File: src/hw/rtl/vms_pkg.sv
// Package: constants, types and helpers shared by the metabolic stimulus pipeline.
`default_nettype none
package vms_pkg;
   localparam int FRACTION_BITS = 16;
   localparam int FLOW_W = 40;
   localparam int HCT_W = 16;
   localparam int GAIN_W = 20;
   localparam int STIM_W = 56;
   localparam int DEN_W = 56;
   localparam int NUM_W = 57;
   localparam int LEAD_W = 6;
   localparam int LOG_W = LEAD_W + FRACTION_BITS;
   localparam int MANT_W = 33;
   localparam logic [31:0] LOG10_OF_2_Q32 = 32'd1292913987;

   localparam logic [1:0] CSR_REF_FLOW = 2'd0;
   localparam logic [1:0] CSR_GAIN = 2'd1;
   localparam logic [1:0] CSR_MAX_STIM = 2'd2;

   // special-case code carried down the pipe
   typedef enum logic [1:0] {
      KIND_NORMAL = 2'd0,
      KIND_ZERO = 2'd1,
      KIND_MAX = 2'd2
   } kind_type;

   // one log2 evaluation in flight
   typedef struct packed {
      logic [LOG_W-1:0] res;
      logic [MANT_W-1:0] mant;
   } log_lane_type;

   // leading-one index of a 57-bit word
   function automatic logic [LEAD_W-1:0] lead_one(input logic [NUM_W-1:0] v);
      logic [LEAD_W-1:0] idx;
      idx = '0;
      for (int i = 0; i < NUM_W; i++) begin
         if (v[i]) idx = LEAD_W'(i);
      end
      return idx;
   endfunction

   // normalize to Q1.31 with leading one at bit 31
   function automatic logic [MANT_W-1:0] normalize(input logic [NUM_W-1:0] v,
                                                   input logic [LEAD_W-1:0] lead);
      logic [NUM_W+31:0] wide;
      wide = {32'd0, v} << 31;
      return MANT_W'(wide >> lead);
   endfunction

   // one squaring step of the log2 fraction
   function automatic log_lane_type log_step(input log_lane_type ln, input int bitpos);
      logic [65:0] sq;
      logic [MANT_W-1:0] m;
      log_lane_type o;
      sq = 66'(ln.mant) * 66'(ln.mant);
      m = MANT_W'(sq >> 31);
      o = ln;
      if (m[32]) begin
         m = m >> 1;
         o.res[bitpos] = 1'b1;
      end
      o.mant = m;
      return o;
   endfunction
endpackage
`default_nettype wire

File: src/hw/rtl/vms_front.sv
// Front stages: magnitude, product with haematocrit, leading-one normalize.
`default_nettype none
module vms_front import vms_pkg::*; (
   input  wire logic clock,
   input  wire logic reset,
   input  wire logic adv,
   input  wire logic in_valid,
   input  wire logic [FLOW_W-1:0] flow,
   input  wire logic [HCT_W-1:0] hct,
   input  wire logic [FLOW_W-1:0] ref_flow,
   output logic out_valid,
   output kind_type out_kind,
   output log_lane_type out_a,
   output log_lane_type out_b
);
   logic v1_ff, v2_ff;
   kind_type k1_ff, k2_ff;
   logic [FLOW_W-1:0] mag_in, mag_ff;
   logic [HCT_W-1:0] hct_ff;
   logic [FLOW_W-1:0] ref_ff;
   logic [DEN_W-1:0] den_in;
   logic [NUM_W-1:0] num_in, num_ff, den_ff;
   logic [LEAD_W-1:0] la, lb;

   assign mag_in = flow[FLOW_W-1] ? (~flow + 1'b1) : flow;

   // stage 1: magnitude and classify
   always_ff @(posedge clock) begin
      if (reset) v1_ff <= 1'b0;
      else if (adv) v1_ff <= in_valid;
      if (adv) begin
         mag_ff <= mag_in;
         hct_ff <= hct;
         ref_ff <= ref_flow;
         k1_ff <= (mag_in == '0) ? KIND_ZERO : (hct == '0) ? KIND_MAX : KIND_NORMAL;
      end
   end

   // stage 2: product and log argument
   assign den_in = DEN_W'(mag_ff) * DEN_W'(hct_ff);
   assign num_in = {1'b0, ref_ff, 16'd0} + NUM_W'(den_in);
   always_ff @(posedge clock) begin
      if (reset) v2_ff <= 1'b0;
      else if (adv) v2_ff <= v1_ff;
      if (adv) begin
         k2_ff <= k1_ff;
         num_ff <= num_in;
         den_ff <= NUM_W'(den_in);
      end
   end

   // stage 3: normalize both operands
   assign la = lead_one(num_ff);
   assign lb = lead_one(den_ff);
   always_ff @(posedge clock) begin
      if (reset) out_valid <= 1'b0;
      else if (adv) out_valid <= v2_ff;
      if (adv) begin
         out_kind <= k2_ff;
         out_a.res <= {la, FRACTION_BITS'(0)};
         out_a.mant <= normalize(num_ff, la);
         out_b.res <= {lb, FRACTION_BITS'(0)};
         out_b.mant <= normalize(den_ff, lb);
      end
   end
endmodule
`default_nettype wire

File: config.mk
export PLATFORM = sky130hd
export DESIGN_NAME = vms_front
export DESIGN_NICKNAME = d
export VERILOG_FILES = /design/src/hw/rtl/vms_pkg.sv /design/src/hw/rtl/vms_front.sv
export SDC_FILE = /design/constraint.sdc
export NUM_CORES = 2
export LEC_CHECK = 0
export BUFFER_PORTS_ARGS = -buffer_cell sky130_fd_sc_hd__clkbuf_2
export CAP_MARGIN = 20
export CORE_MARGIN = 3
export CORE_UTILIZATION = 50
export DETAILED_ROUTE_END_ITERATION = 6
export GPL_TIMING_DRIVEN = 0
export PLACE_DENSITY = 0.67
export SLEW_MARGIN = 20
export SYNTH_ARGS = -nofsm -noshare
export SYNTH_HDL_FRONTEND = slang
export SYNTH_SLANG_ARGS = --single-unit
File: constraint.sdc
create_clock -name clock -period 12.3 [get_ports clock]
set_input_delay 2.46 -clock clock [delete_from_list [all_inputs] [get_ports clock]]
set_output_delay 2.46 -clock clock [all_outputs]
set_load 0.03 [all_outputs]
==> summary.md <==
| Metric | Value |
|---|---|
| Core area | `74,600 µm²` |
| Share of flip-flops with an asynchronous set or reset | `0` |
| CTS tree | `built` |
| Worst-Skew Late Latency | `0.57 ns` |
| Setup TNS | `0 ns` |
| Max-Cap Viols | `0` |
| Setup slack, reg-to-reg | `1.53 ns` |
| Iteration-0 DRC count of the detailed router | `2,638` |
| Critical-path top delay cell | `a2111oi_1` |
| Final Hold Viols | `0` |
| Arrival time at the worst endpoint | `11.08 ns` |
| Row cnt | `100` |
| Starting density of the core | `0.506` |
| Hold Buf Count CTS | `0` |
| Worst Tran Pin Value | `1.07 ns` |
| Register area share after synthesis | `0.222` |
| Period utilization | `0.876` |
| Commonest non-fill, non-tap cell in the layout | `nand2_1` |
| Die X | `281 µm` |
| Gr usage total | `0.309` |
| Critical path capture point type | `flip-flop` |
| Synth Instances | `3,945` |
| Req. time, crit path | `12.61 ns` |
| Outcome | `completed` |
| Yosys warning total | `0` |
| Reg clk slew, reported paths | `0.06 ns` |
| TritonRoute pass-1 iters | `6` |
| Yosys cell types | `82` |
| CTS sink count | `280` |
| Number of global-route vias before repair | `30,903` |
| Placed cells | `5,129` |
| Area delta synth->final | `9.06%` |
| Fmax | `0.0929 GHz` |
| Detailed placement HPWL | `99,500 µm` |
| Final Max Slew Viols | `0` |
| Layout cells sized above 1 | `0.0848` |
| Largest net degree at the start of global routing | `96` |
| Worst Skew | `0.0402 ns` |
| Avg WL per Cell | `23.3 µm` |
| Most used cell, CP | `fa_1` |
| Longest Clk Path Bufs | `3` |
| Final setup fails | `0` |
| Max transition margin | `0.267` |
| Fin util | `0.552` |
| Ys flop type | `edfxtp_1` |
| Input/output buffers | `178` |
| Die H | `281 µm` |
| Routed WL | `121,000 µm` |
| Final hold slack | `0.416 ns` |
| Fin crit period | `10.77 ns` |
| Most frequent cells in the layout | `nand2_1, fa_1, inv_1` |
| RePlAce Congestion | `0.993` |
| Seq cells post-synth | `280` |
| Final #Nets | `4,997` |
| GRT Residual Overflow | `0` |
| Via count | `30,318` |
| DRC | `0` |
| I/O pin count | `213` |
| Drt via density | `5.84` |
| TritonCTS buffer count | `35` |
| Initial antenna violation count | `1` |
| DIE AREA | `78,800 µm²` |
| CTS-repair resized insts | `0` |
| Crit path max fanout | `10` |
| Crit Path Class | `flip-flop to flip-flop` |
| RSZ-0062 raised after global routing | `no` |
| Min-Delay Path Class | `flip-flop to flip-flop` |
| Syn_area_per_cell | `9.57 µm²` |
| Antenna-violating nets left | `0` |
| Root Buffer Master | `clkbuf_16` |
| EDFF count, synth | `277` |
| Startpoint Class | `flip-flop` |
| Post-CTS setup buffers | `0` |
| Critical path's largest stage delay | `0.89 ns` |
| First-pass GRT wire length | `184,000 µm` |
| Post-Syn Area | `37,700 µm²` |
| Fin cells | `5,191` |
| Htree depth | `2` |
[synth_stat cells, types with 44 or more instances]
master,instances,area share
inv_1,520,0.052
o21ai_0,117,0.016
and2_1,191,0.032
fa_1,531,0.28
mux2_2,44,0.013
nand2_1,616,0.061
clkbuf_1,140,0.014
ha_1,169,0.056
a21o_1,54,0.011
nor2_1,167,0.017
xnor2_1,92,0.021
nor3_1,55,0.0073
edfxtp_1,277,0.22
a21oi_1,151,0.020
mux2i_1,267,0.071
[flip-flops by register name, indices dropped and copies added, names as in the netlist]
register   cells
den_ff        40
hct_ff        16
k1_ff          2
k2_ff          2
mag_ff        40
num_ff        57
out_a         39
out_b         39
out_kind       2
out_valid      1
ref_ff        40
v1_ff          1
v2_ff          1
[cells by family after synthesis]
logic type / Yosys count / synth area share
simple gates: 1201 / 0.146
fa+ha+maj: 700 / 0.338
buf+inv: 737 / 0.0781
other cells: 1 / 0.0000994
mux: 311 / 0.0839
xor+xnor: 124 / 0.0288
flops: 280 / 0.222
compound gates: 591 / 0.103
[path summary, 6_finish.rpt]
| check | startpoint | to | cells after the start |
|---|---|---|---|
| worst max-delay path | hct_ff[1]$_DFFE_PP_ | num_ff[56]$_DFFE_PP_ | 32 |
| worst min-delay path | k2_ff[1]$_DFFE_PP_ | out_kind[1]$_DFFE_PP_ | 0 |
| worst max register to register | hct_ff[1]$_DFFE_PP_ | num_ff[56]$_DFFE_PP_ | 32 |
| worst min register to register | k2_ff[1]$_DFFE_PP_ | out_kind[1]$_DFFE_PP_ | 0 |
[routing by layer]
layer,up-vias,part of all wire,track usage
met4,2,0.064,0.161
met5,-,0.00013,0
met3,351,0.082,0.0555
li1,13588,-,-
met2,1490,0.46,0.506
met1,14887,0.40,0.394
[critical path: cells and delay by family, from the launching register on]
family	cells	cell delay (ns)
AOI/OAI and AO/OA	13	4.00
buffers and inverters	5	1.09
DFF	1	0.41
adders and majority gates	8	3.86
and+or+nand+nor	5	0.87
xor gates and xnor gates	1	0.31
[per-stage QoR]
| step | setup slack, ns | area [µm²] |
|---|---|---|
| after CTS | 1.76 | 41200 |
| after floorplan | 3.64 | 37900 |
| final | 1.53 | 41200 |
| after detailed placement | 1.78 | 40100 |
| after global routing | 1.02 | 41200 |
| after global placement | 1.61 | 40000 |
[area by class of cell]
type / count / area [µm²]
flip-flops and latches: 280 / 8380
repair buffers: 182 / 990
inverters: 526 / 1980
clock buffers: 42 / 902
diodes: 2 / 5.00
plain buffers: 211 / 971
clock inverters: 18 / 179
fillers: 6774 / 33400
well taps: 969 / 1210
multi-input cells: 2961 / 26500
Power is left out: the tool's default activity adds up to more than one toggle a clock period on the data nets, which glitch-free logic cannot reach.
