### src/hw/rtl/vms_pkg.sv
// Package: constants, types and helpers shared by the metabolic stimulus pipeline.
`default_nettype none
package vms_pkg;
   localparam int FRACTION_BITS = 16;
   localparam int FLOW_W = 40;
   localparam int HCT_W = 16;
   localparam int GAIN_W = 20;
   localparam int STIM_W = 56;
   localparam int DEN_W = 56;
   localparam int NUM_W = 57;
   localparam int LEAD_W = 6;
   localparam int LOG_W = LEAD_W + FRACTION_BITS;
   localparam int MANT_W = 33;
   localparam logic [31:0] LOG10_OF_2_Q32 = 32'd1292913987;

   localparam logic [1:0] CSR_REF_FLOW = 2'd0;
   localparam logic [1:0] CSR_GAIN = 2'd1;
   localparam logic [1:0] CSR_MAX_STIM = 2'd2;

   // special-case code carried down the pipe
   typedef enum logic [1:0] {
      KIND_NORMAL = 2'd0,
      KIND_ZERO = 2'd1,
      KIND_MAX = 2'd2
   } kind_type;

   // one log2 evaluation in flight
   typedef struct packed {
      logic [LOG_W-1:0] res;
      logic [MANT_W-1:0] mant;
   } log_lane_type;

   // leading-one index of a 57-bit word
   function automatic logic [LEAD_W-1:0] lead_one(input logic [NUM_W-1:0] v);
      logic [LEAD_W-1:0] idx;
      idx = '0;
      for (int i = 0; i < NUM_W; i++) begin
         if (v[i]) idx = LEAD_W'(i);
      end
      return idx;
   endfunction

   // normalize to Q1.31 with leading one at bit 31
   function automatic logic [MANT_W-1:0] normalize(input logic [NUM_W-1:0] v,
                                                   input logic [LEAD_W-1:0] lead);
      logic [NUM_W+31:0] wide;
      wide = {32'd0, v} << 31;
      return MANT_W'(wide >> lead);
   endfunction

   // one squaring step of the log2 fraction
   function automatic log_lane_type log_step(input log_lane_type ln, input int bitpos);
      logic [65:0] sq;
      logic [MANT_W-1:0] m;
      log_lane_type o;
      sq = 66'(ln.mant) * 66'(ln.mant);
      m = MANT_W'(sq >> 31);
      o = ln;
      if (m[32]) begin
         m = m >> 1;
         o.res[bitpos] = 1'b1;
      end
      o.mant = m;
      return o;
   endfunction
endpackage
`default_nettype wire

### src/hw/rtl/vms_back.sv
// Back stages: log difference, log10 scaling, gain, special-case select.
`default_nettype none
module vms_back import vms_pkg::*; (
   input  wire logic clock,
   input  wire logic reset,
   input  wire logic adv,
   input  wire logic in_valid,
   input  wire kind_type in_kind,
   input  wire logic [LOG_W-1:0] la,
   input  wire logic [LOG_W-1:0] lb,
   input  wire logic [GAIN_W-1:0] gain,
   input  wire logic [STIM_W-1:0] max_stim,
   output logic out_valid,
   output logic [STIM_W-1:0] out_stim
);
   logic v1_ff, v2_ff;
   kind_type k1_ff, k2_ff;
   logic [LOG_W-1:0] diff_ff;
   logic [LOG_W+31:0] prod;
   logic [LOG_W-1:0] l10_ff;
   logic [LOG_W+GAIN_W-1:0] sprod;

   // difference, clamped at zero
   always_ff @(posedge clock) begin
      if (reset) v1_ff <= 1'b0;
      else if (adv) v1_ff <= in_valid;
      if (adv) begin
         k1_ff <= in_kind;
         diff_ff <= (la > lb) ? la - lb : '0;
      end
   end

   // scale by log10(2)
   assign prod = (LOG_W+32)'(diff_ff) * (LOG_W+32)'(LOG10_OF_2_Q32);
   always_ff @(posedge clock) begin
      if (reset) v2_ff <= 1'b0;
      else if (adv) v2_ff <= v1_ff;
      if (adv) begin
         k2_ff <= k1_ff;
         l10_ff <= LOG_W'(prod >> 32);
      end
   end

   // gain and result select
   assign sprod = (LOG_W+GAIN_W)'(l10_ff) * (LOG_W+GAIN_W)'(gain);
   always_ff @(posedge clock) begin
      if (reset) out_valid <= 1'b0;
      else if (adv) out_valid <= v2_ff;
      if (adv) begin
         unique case (k2_ff)
            KIND_ZERO: out_stim <= '0;
            KIND_MAX: out_stim <= max_stim;
            default: out_stim <= STIM_W'(sprod >> FRACTION_BITS);
         endcase
      end
   end
endmodule
`default_nettype wire

### config.mk
export PLATFORM = sky130hd
export DESIGN_NAME = vms_back
export DESIGN_NICKNAME = d
export VERILOG_FILES = /design/src/hw/rtl/vms_pkg.sv /design/src/hw/rtl/vms_back.sv
export SDC_FILE = /design/constraint.sdc
export NUM_CORES = 2
export LEC_CHECK = 0
export ABC_AREA = 1
export BUFFER_PORTS_ARGS = -buffer_cell sky130_fd_sc_hd__buf_2
export CAP_MARGIN = 30
export CORE_UTILIZATION = 65
export DETAILED_ROUTE_END_ITERATION = 16
export HOLD_SLACK_MARGIN = 0.1
export MAX_ROUTING_LAYER = met4
export PLACE_DENSITY = 0.92
export SKIP_CTS_REPAIR_TIMING = 1
export SYNTH_ARGS = -nofsm -noshare
export SYNTH_HDL_FRONTEND = slang
export SYNTH_SLANG_ARGS = --single-unit
export TNS_END_PERCENT = 5
### constraint.sdc
create_clock -name clock -period 6.9 [get_ports clock]
set_input_delay 0 -clock clock [delete_from_list [all_inputs] [get_ports clock]]
set_output_delay 0 -clock clock [all_outputs]
set_load 0.05 [all_outputs]
==> run metrics <==
element type at the critical path end flip-flop; fin. max-slew vios 0; WL final 86410 um; reg-to-reg startpoint l10_ff[9]; routed wl met3 10810 um; synthesized cell area 0.02936 mm2; Post-Synth XOR/XNOR Area 0.9844%; Post-synth EDFFs 103; Hold Vio Cnt, Final 0; post-route ant nets 0; r2r setup slk 0.34 ns; CTS tree yes; Residual DRC 0; async set-or-reset flop fraction in the synthesized netlist 0%; hold path endpoint diff_ff[1]; Net Count, Synth 4717; flops & latches, synth 106; vias per inst 5.690; Clock transition at path regs 0.10 ns; DP Wirelength 70890 um; layout cells sized above 1 7.742%; total core area 0.04441 mm2; net count of the finished layout 4926; chip width 214.5 um; Setup Skew 0.01869 ns; gr ovfl total 0; WL per Instance 19.27 um; clock root cell clkbuf_16; number of global-route vias before repair 25.70k; adder-cell share of the synthesized area 51.60%; drt pass-1 iters 6; CP max FO 13; port bufs 182; Worst Hold Class input port to flip-flop; Initial Util 66.11%; clk sink count 106; CP Class flip-flop to flip-flop; Period minus WS final 6.562 ns; Setup Total Neg Slack 0 ns; gr usage total 38.06%; synth warn 0; routed length on met2 39270 um; register area share after synthesis 10.74%; initial drt markers 2694; Synth Area in Compound Gates 5.706%; initial antenna violation count 3; CP Data Arrival Time 6.71 ns; Relative slew margins 33.96%; # rows 77; GP Congestion 1.037; die height 214.5 um; Worst EP required 7.05 ns; final setup fails 0; simple-gate share of the synthesized area 16.44%; global-route wire length before repair 132200 um; Area Overhead vs Synth 8.816%; mux cell area share after synthesis 0%; outcome finished clean; Met1 Routed Length 32420 um; Synth cell types 49; top sig layer met4; period utilization 95.10%; clk_lat worst skew 0.39 ns; Avg Cell Area, Syn 7.992 um2; worst-margin pin slew 0.9906 ns; maximum buffer depth of the clock tree 2; Max-Cap Viols 0; Post-Syn Instances 3674; fmax 152.4 MHz; I/O pin count 183; Worst Reg-to-Reg Cells 23; RSZ-0062 raised after global routing no; largest family of logic cells by synthesized area adder cells; CTS HTree Levels 3; via count 25.51k; CP Launch Type flip-flop; Inserted Clock Buffers 9; Main synth FF type edfxtp_1; largest net degree at the start of global routing 75; worst hold start lb[1]; hold depth 3; die area 0.04603 mm2; worst r2r dst out_stim[23]
==> routing by layer <==
| layer | vias up | track usage (%) |
|---|---|---|
| met5 | - | - |
| met4 | 0 | 13.40 |
| met3 | 333 | 9.277 |
| met2 | 1645 | 58.87 |
| met1 | 12160 | 48.89 |
| li1 | 11370 | - |
==> layout by cell type, fill, tap and decap left out, types with 4 or more instances in the layout <==
| cell | n |
|---|---|
| inv_1 | 1034 |
| fa_1 | 490 |
| xnor2_1 | 12 |
| nand2_2 | 15 |
| nor2_2 | 11 |
| o21bai_1 | 11 |
| a21oi_1 | 140 |
| nand2_1 | 829 |
| diode_2 | 4 |
| a31oi_1 | 8 |
| nand3_1 | 63 |
| o21a_1 | 8 |
| nor3_1 | 22 |
| dlygate4sd3_1 | 61 |
| a21oi_2 | 10 |
| o21ai_1 | 7 |
| o21ai_0 | 87 |
| or2_2 | 5 |
| buf_4 | 47 |
| nand4_1 | 24 |
| nor2_1 | 201 |
| xor2_1 | 21 |
| ha_1 | 427 |
| buf_2 | 181 |
| clkbuf_16 | 9 |
| edfxtp_1 | 103 |
| a21boi_0 | 4 |
| a21o_1 | 9 |
| o21ai_2 | 4 |
| nand3b_1 | 9 |
==> per-stage QoR <==
stage                     hold WS, ns  std cells  instance area [um2]  utilization, %  setup WS (ns)
after floorplan               0.06907       3674                29360               -          1.088
after global placement         0.1798       4380                30820           69.40         0.4761
after detailed placement       0.1787       4380                30820           69.40         0.3135
after CTS                     -0.2269       4396                31140           70.12         0.3039
after global routing           0.1079       4483                31950           71.93        0.01544
final                         0.07468       4484                31950           71.94         0.3378
==> worst max-delay path by stage <==
stage,start,end,slack (ns),cells past startpoint
2_1_floorplan,l10_ff[10],out_stim[11],1.09,27
3_3_place_gp,l10_ff[8],out_stim[15],0.48,24
3_5_place_dp,l10_ff[12],out_stim[23],0.31,23
4_1_cts,l10_ff[8],out_stim[23],0.30,24
5_1_grt,l10_ff[18],out_stim[22],0.02,25
6_report,l10_ff[9],out_stim[23],0.34,23
==> flip-flops by register name, indices dropped and copies added (netlist names) <==
name,flops
diff_ff,22
k1_ff,2
k2_ff,2
l10_ff,21
out_stim,56
out_valid,1
v1_ff,1
v2_ff,1
==> cell families (layout without fill, tap and decap cells) <==
group / count (synthesis) / in the layout
compound gates: 297 / 297
xor+xnor: 33 / 33
fa+ha+maj: 917 / 917
buf+inv: 1129 / 1343
flops: 106 / 106
other cells: 0 / 4
simple gates: 1192 / 1192
==> critical path: stages, from the launching register on <==
cell and delay, ns:
edfxtp_1 0.74, nand2_1 0.17, fa_1 0.60, inv_1 0.07
fa_1 0.49, fa_1 0.61, fa_1 0.46, fa_1 0.48
fa_1 0.55, inv_1 0.07, fa_1 0.48, inv_1 0.05
ha_1 0.37, nand2_1 0.11, nor2_1 0.22, nand2_1 0.08
inv_1 0.07, nand4_1 0.09, nand3_1 0.26, nand2_1 0.12
nand2_1 0.08, nand2_1 0.05, nand3_1 0.06, nand2_1 0.07
==> synth_stat cells (all sizes together) (21+ instances only) <==
| cell | n | area, um2 |
|---|---|---|
| a21oi | 151 | 804.5 |
| nand2 | 845 | 3217 |
| edfxtp | 103 | 3093 |
| nand4 | 24 | 150.1 |
| nor2 | 213 | 834.6 |
| nand3 | 65 | 335.3 |
| nor3 | 23 | 126.4 |
| inv | 1037 | 3892 |
| ha | 427 | 5343 |
| xor2 | 21 | 183.9 |
| clkbuf | 84 | 315.3 |
| o21ai | 99 | 521.8 |
| fa | 490 | 9809 |
==> cell type report <==
type / count / area, um2
tap: 592 / 740.7
clock buffer: 9 / 225.2
sequential: 106 / 3153
antenna: 4 / 10.01
clock inverter: 7 / 96.34
fill: 3190 / 12460
timing repair buffer: 290 / 1889
multi-input combinational: 2439 / 21940
inverter: 1037 / 3892
Power is not shown: default switching activity piles up to over one toggle a cycle in this logic, so the estimate is an artifact.
